===== config.mk =====
export PLATFORM = sky130hd
export DESIGN_NAME = tfn_queue
export DESIGN_NICKNAME = d
export VERILOG_FILES = /design/src/hw/rtl/tfn_pkg.sv /design/src/hw/rtl/tfn_queue.sv
export SDC_FILE = /design/constraint.sdc
export NUM_CORES = 1
export LEC_CHECK = 0
export ABC_AREA = 1
export BUFFER_PORTS_ARGS = -buffer_cell sky130_fd_sc_hd__buf_2
export CORE_AREA = 2 2 243 245
export DETAILED_ROUTE_END_ITERATION = 8
export DIE_AREA = 0 0 245 247
export PLACE_DENSITY = 0.61
export SLEW_MARGIN = 15
export SYNTH_ARGS = -nofsm -noshare
export SYNTH_HDL_FRONTEND = slang
export SYNTH_SLANG_ARGS = --single-unit

===== constraint.sdc =====
create_clock -name clock -period 21.8 [get_ports clock]
set_clock_uncertainty 0.15 [all_clocks]
set_input_delay 3.27 -clock clock [delete_from_list [all_inputs] [get_ports clock]]
set_output_delay 3.27 -clock clock [all_outputs]
set_load 0.005 [all_outputs]

===== src/hw/rtl/tfn_pkg.sv =====
// tfn_pkg: constants, payload types and job type for the triangle face normal block
// no dependencies; every other file in hw/rtl refers to it by scoped names
package tfn_pkg;

   // store geometry
   localparam int VERTEX_SLOTS = 4096;
   localparam int COORD_BITS   = 32;
   localparam int SLOT_BITS    = $clog2(VERTEX_SLOTS);

   // front to back queue
   localparam int QUEUE_DEPTH = 2;
   localparam int QPTR_BITS   = $clog2(QUEUE_DEPTH);
   localparam int QCNT_BITS   = $clog2(QUEUE_DEPTH + 1);

   // command codes
   localparam logic CMD_LOAD     = 1'b0;
   localparam logic CMD_TRIANGLE = 1'b1;

   // fixed point constants
   localparam logic [15:0] Q14_ONE       = 16'd16384;
   localparam logic [15:0] ALB_DEFAULT_R = 16'd23593;
   localparam logic [15:0] ALB_DEFAULT_G = 16'd22938;
   localparam logic [15:0] ALB_DEFAULT_B = 16'd21627;
   // ceil(2^31 / 255): byte/255 by reciprocal, exact for 23-bit numerators
   localparam logic [23:0] RECIP_255     = 24'd8421505;
   localparam int          RECIP_SHIFT   = 31;
   localparam logic [22:0] ALB_ROUND     = 23'd127;

   typedef logic signed [COORD_BITS-1:0] coord_type;

   typedef struct packed {
      coord_type x;
      coord_type y;
      coord_type z;
   } vertex_type;

   typedef struct packed {
      logic               command;
      logic [11:0]        load_slot;
      logic signed [31:0] pos_x;
      logic signed [31:0] pos_y;
      logic signed [31:0] pos_z;
      logic [11:0]        corner_a;
      logic [11:0]        corner_b;
      logic [11:0]        corner_c;
      logic [7:0]         tint_red;
      logic [7:0]         tint_green;
      logic [7:0]         tint_blue;
   } req_item_type;

   typedef struct packed {
      logic [15:0]        albedo_red;
      logic [15:0]        albedo_green;
      logic [15:0]        albedo_blue;
      logic signed [15:0] normal_x;
      logic signed [15:0] normal_y;
      logic signed [15:0] normal_z;
      logic               degenerate;
   } rsp_item_type;

   // one triangle with its three vertices fetched
   typedef struct packed {
      vertex_type va;
      vertex_type vb;
      vertex_type vc;
      logic [7:0] tint_red;
      logic [7:0] tint_green;
      logic [7:0] tint_blue;
   } job_type;

endpackage


===== src/hw/rtl/tfn_queue.sv =====
// tfn_queue: short fifo of fetched triangles between front and back
// depends on tfn_pkg
module tfn_queue (
   input  logic             clock,
   input  logic             reset,
   input  logic             push_valid,
   output logic             push_ready,
   input  tfn_pkg::job_type push_job,
   output logic             pop_valid,
   input  logic             pop_ready,
   output tfn_pkg::job_type pop_job
);

   tfn_pkg::job_type               entry_ff [tfn_pkg::QUEUE_DEPTH];
   logic [tfn_pkg::QPTR_BITS-1:0]  wr_ptr_ff, rd_ptr_ff;
   logic [tfn_pkg::QCNT_BITS-1:0]  count_ff;
   logic                           push, pop;

   assign push_ready = (count_ff != tfn_pkg::QCNT_BITS'(tfn_pkg::QUEUE_DEPTH));
   assign pop_valid  = (count_ff != '0);
   assign pop_job    = entry_ff[rd_ptr_ff];
   assign push       = push_valid && push_ready;
   assign pop        = pop_valid && pop_ready;

   always_ff @(posedge clock) begin
      if (push) entry_ff[wr_ptr_ff] <= push_job;
   end

   always_ff @(posedge clock) begin
      if (reset) begin
         wr_ptr_ff <= '0;
         rd_ptr_ff <= '0;
         count_ff  <= '0;
      end else begin
         if (push) wr_ptr_ff <= wr_ptr_ff + 1'b1;
         if (pop)  rd_ptr_ff <= rd_ptr_ff + 1'b1;
         priority if (push && !pop) count_ff <= count_ff + 1'b1;
         else if (pop && !push)     count_ff <= count_ff - 1'b1;
         else                       count_ff <= count_ff;
      end
   end

   a_count_bound: assert property (@(posedge clock) disable iff (reset)
      count_ff <= tfn_pkg::QCNT_BITS'(tfn_pkg::QUEUE_DEPTH))
      else $error("queue count beyond depth");

   a_occupancy: assert property (@(posedge clock) disable iff (reset)
      (push && !pop) |=> (count_ff == $past(count_ff) + 1'b1))
      else $error("queue count missed a push");

endmodule


==> results.py <==
metrics = {
    "clock_tree": {
        "numCtsBuffers": 66,
        "clock-sinks": 629,
        "postCtsSetupRepairBufs": 0,
        "clockRootBuffer": "clkbuf_16",
        "cts.repair.resized": 0,
        "htree_num_levels": 3,
        "ctsLongestPathBuffers": 3,
        "cts_tree": "yes",
        "clkTransAtPathRegs_ns": 0.06,
        "holdBufCountCts": 0,
        "worstSkewPairLatency_ns": 0.58,
    },
    "synth": {
        "synth_area_sq_um": 24100,
        "syn_nets": 1325,
        "synth_seq_cells": 629,
        "synth_warnings": 0,
        "syn_area_per_cell_sq_um": 23.9,
        "syn_inst": 1008,
        "synth-seq-area-share_pct": 78.1,
        "ys_types": 15,
    },
    "timing": {
        "period_needed_ns": 8.01,
        "relSlewSlack_pct": 24.3,
        "slew_violations": 0,
        "timing.final.crit_share_pct": 36.8,
        "hold_viol_final": 0,
        "rsz0062_at_grt": "false",
        "tns_ns": 0,
        "setup_viol": 0,
        "max_freq_mhz": 125,
        "worst_pin_slew_ns": 1.13,
    },
    "finish": {
        "drive_gt1_share_pct": 60.6,
        "fin_util_pct": 51.4,
        "syn2layout_area_growth_pct": 24.1,
        "final_nets": 1998,
        "mostFrequentLayoutCells": "buf_2 (629), edfxtp_1 (624), mux2_4 (280)",
        "stdcell_count": 2521,
        "final_common_cell": "buf_2",
        "fin_area_sq_um": 29900,
    },
    "pwr": {
        "p_leak_nw": 11.7,
        "p_total_mw": 3.43,
        "ir_drop_mv": 0.111,
        "pwr_density_cell_nw_per_um2": 115,
    },
    "placed_design": {
        "port_buffers": 629,
        "dpl_cell_area_sq_um": 27800,
        "gp_congestion": 0.787,
        "dp_hpwl_mm": 37.6,
        "dp_cells": 2386,
    },
    "setup_path": {
        "crit_fanout": 58,
        "crit_type": "flip-flop to output pin",
        "crit_arrival_ns": 4.59,
        "cp-start-kind": "flip-flop",
        "cp-end-kind": "output pin",
        "required_ns": 18.38,
        "r2r_setup_slack_ns": 18.32,
        "regToRegStartpoint": "count_ff[0]",
    },
    "route": {
        "via_count": 11900,
        "drc": 0,
        "wl_mm": 53.8,
        "antenna_left": 0,
        "dr.pass1.iters": 6,
        "avgViaCountPerCell": 4.71,
        "post_drt_wl_per_cell_um": 21.3,
        "first_iter_violations": 580,
    },
    "job": {
        "maxCapViolations": 0,
    },
    "status": {
        "status": "completed",
    },
    "global_routing": {
        "grt_pass1_wl_mm": 75.3,
        "grt_start_max_net_pins": 176,
        "grt_overflow": 0,
        "grt_pass1_vias": 12200,
        "grt_usage_pct": 17.0,
        "grt_antenna_before_repair": 26,
    },
    "floorplanning": {
        "dieHeight_um": 247,
        "fp-row-count": 89,
        "pin_count": 630,
        "die_area_sq_um": 60500,
        "die_x_um": 245,
        "initial_core_util_pct": 41.4,
        "core_sq_um": 58200,
    },
    "hold_path": {
        "hold_path_class": "flip-flop to flip-flop",
        "min-delay-start": "rd_ptr_ff",
    },
}
-- where the power goes --
| part | total [mW] | switching [mW] | internal, mW |
|---|---|---|---|
| clock | 1.08 | 0.441 | 0.637 |
| combinational | 0.763 | 0.364 | 0.399 |
| sequential | 1.59 | 0.0524 | 1.53 |
-- cell usage after synthesis --
cell      number  area [sq um]
ha_1           1          12.5
nand2_1        9          33.8
nand3_1        2          10.0
buf_2          3          15.0
buf_6         10           113
o21ai_0        2          10.0
a21oi_1        2          10.0
buf_12        22           440
inv_1          8          30.0
dfxtp_1        5           100
nor2_1         7          26.3
mux2_2        32           360
mux2_4       280          4200
nand4_1        1          6.26
edfxtp_1     624         18700
-- layout make-up --
class                           count  area (sq um)
Inverter                            8          30.0
Clock buffer                       78          1760
Antenna cell                       15          37.5
Fill cell                        4746         28300
Sequential cell                   629         18800
Clock inverter                     42           333
Multi-Input combinational cell    336          4690
Timing Repair Buffer              640          3260
Tap cell                          773           967
-- registers in the layout, summed over array words and instances (netlist names), named ones only --
signal and count:
entry_ff 624, count_ff 2, wr_ptr_ff 1, rd_ptr_ff 1
-- kinds of logic (layout without fill, tap and decap cells) --
family,count (synthesis),in the layout,synth area share (%)
buf+inv,43,768,2.48
simple gates,19,19,0.317
flops,629,629,78.1
compound gates,4,4,0.0830
other cells,0,15,0
fa+ha+maj,1,1,0.0519
mux,312,312,18.9
-- critical path, stage by stage (launching register included) --
cell and delay [ns]:
dfxtp_4 0.83, buf_4 0.71, buf_4 0.91, buf_4 0.92
mux2_4 0.35, buf_2 0.13
-- through the flow --
stage	hold slack, ns	setup slack (ns)
after floorplan	0.315	4.38
after global placement	0.329	14.41
after detailed placement	0.343	14.34
after CTS	0.354	13.69
after global routing	0.385	13.50
final	0.361	13.79
-- final timing paths --
kind / endpoint / cells past startpoint
hold reg to reg: flip-flop / 2
hold / removal: flip-flop / 2
setup reg to reg: entry_ff[1][119] / 6
setup / recovery: pop_job[185] / 5
-- per-layer routing --
layer	wire [um]	track usage [%]	vias to the layer above
li1	-	-	5386
met1	19200	18.2	5919
met4	1660	6.89	20
met5	131	0	-
met3	4720	7.12	112
met2	28000	29.7	447
No activity file was read; power rests on OpenSTA's default activity.
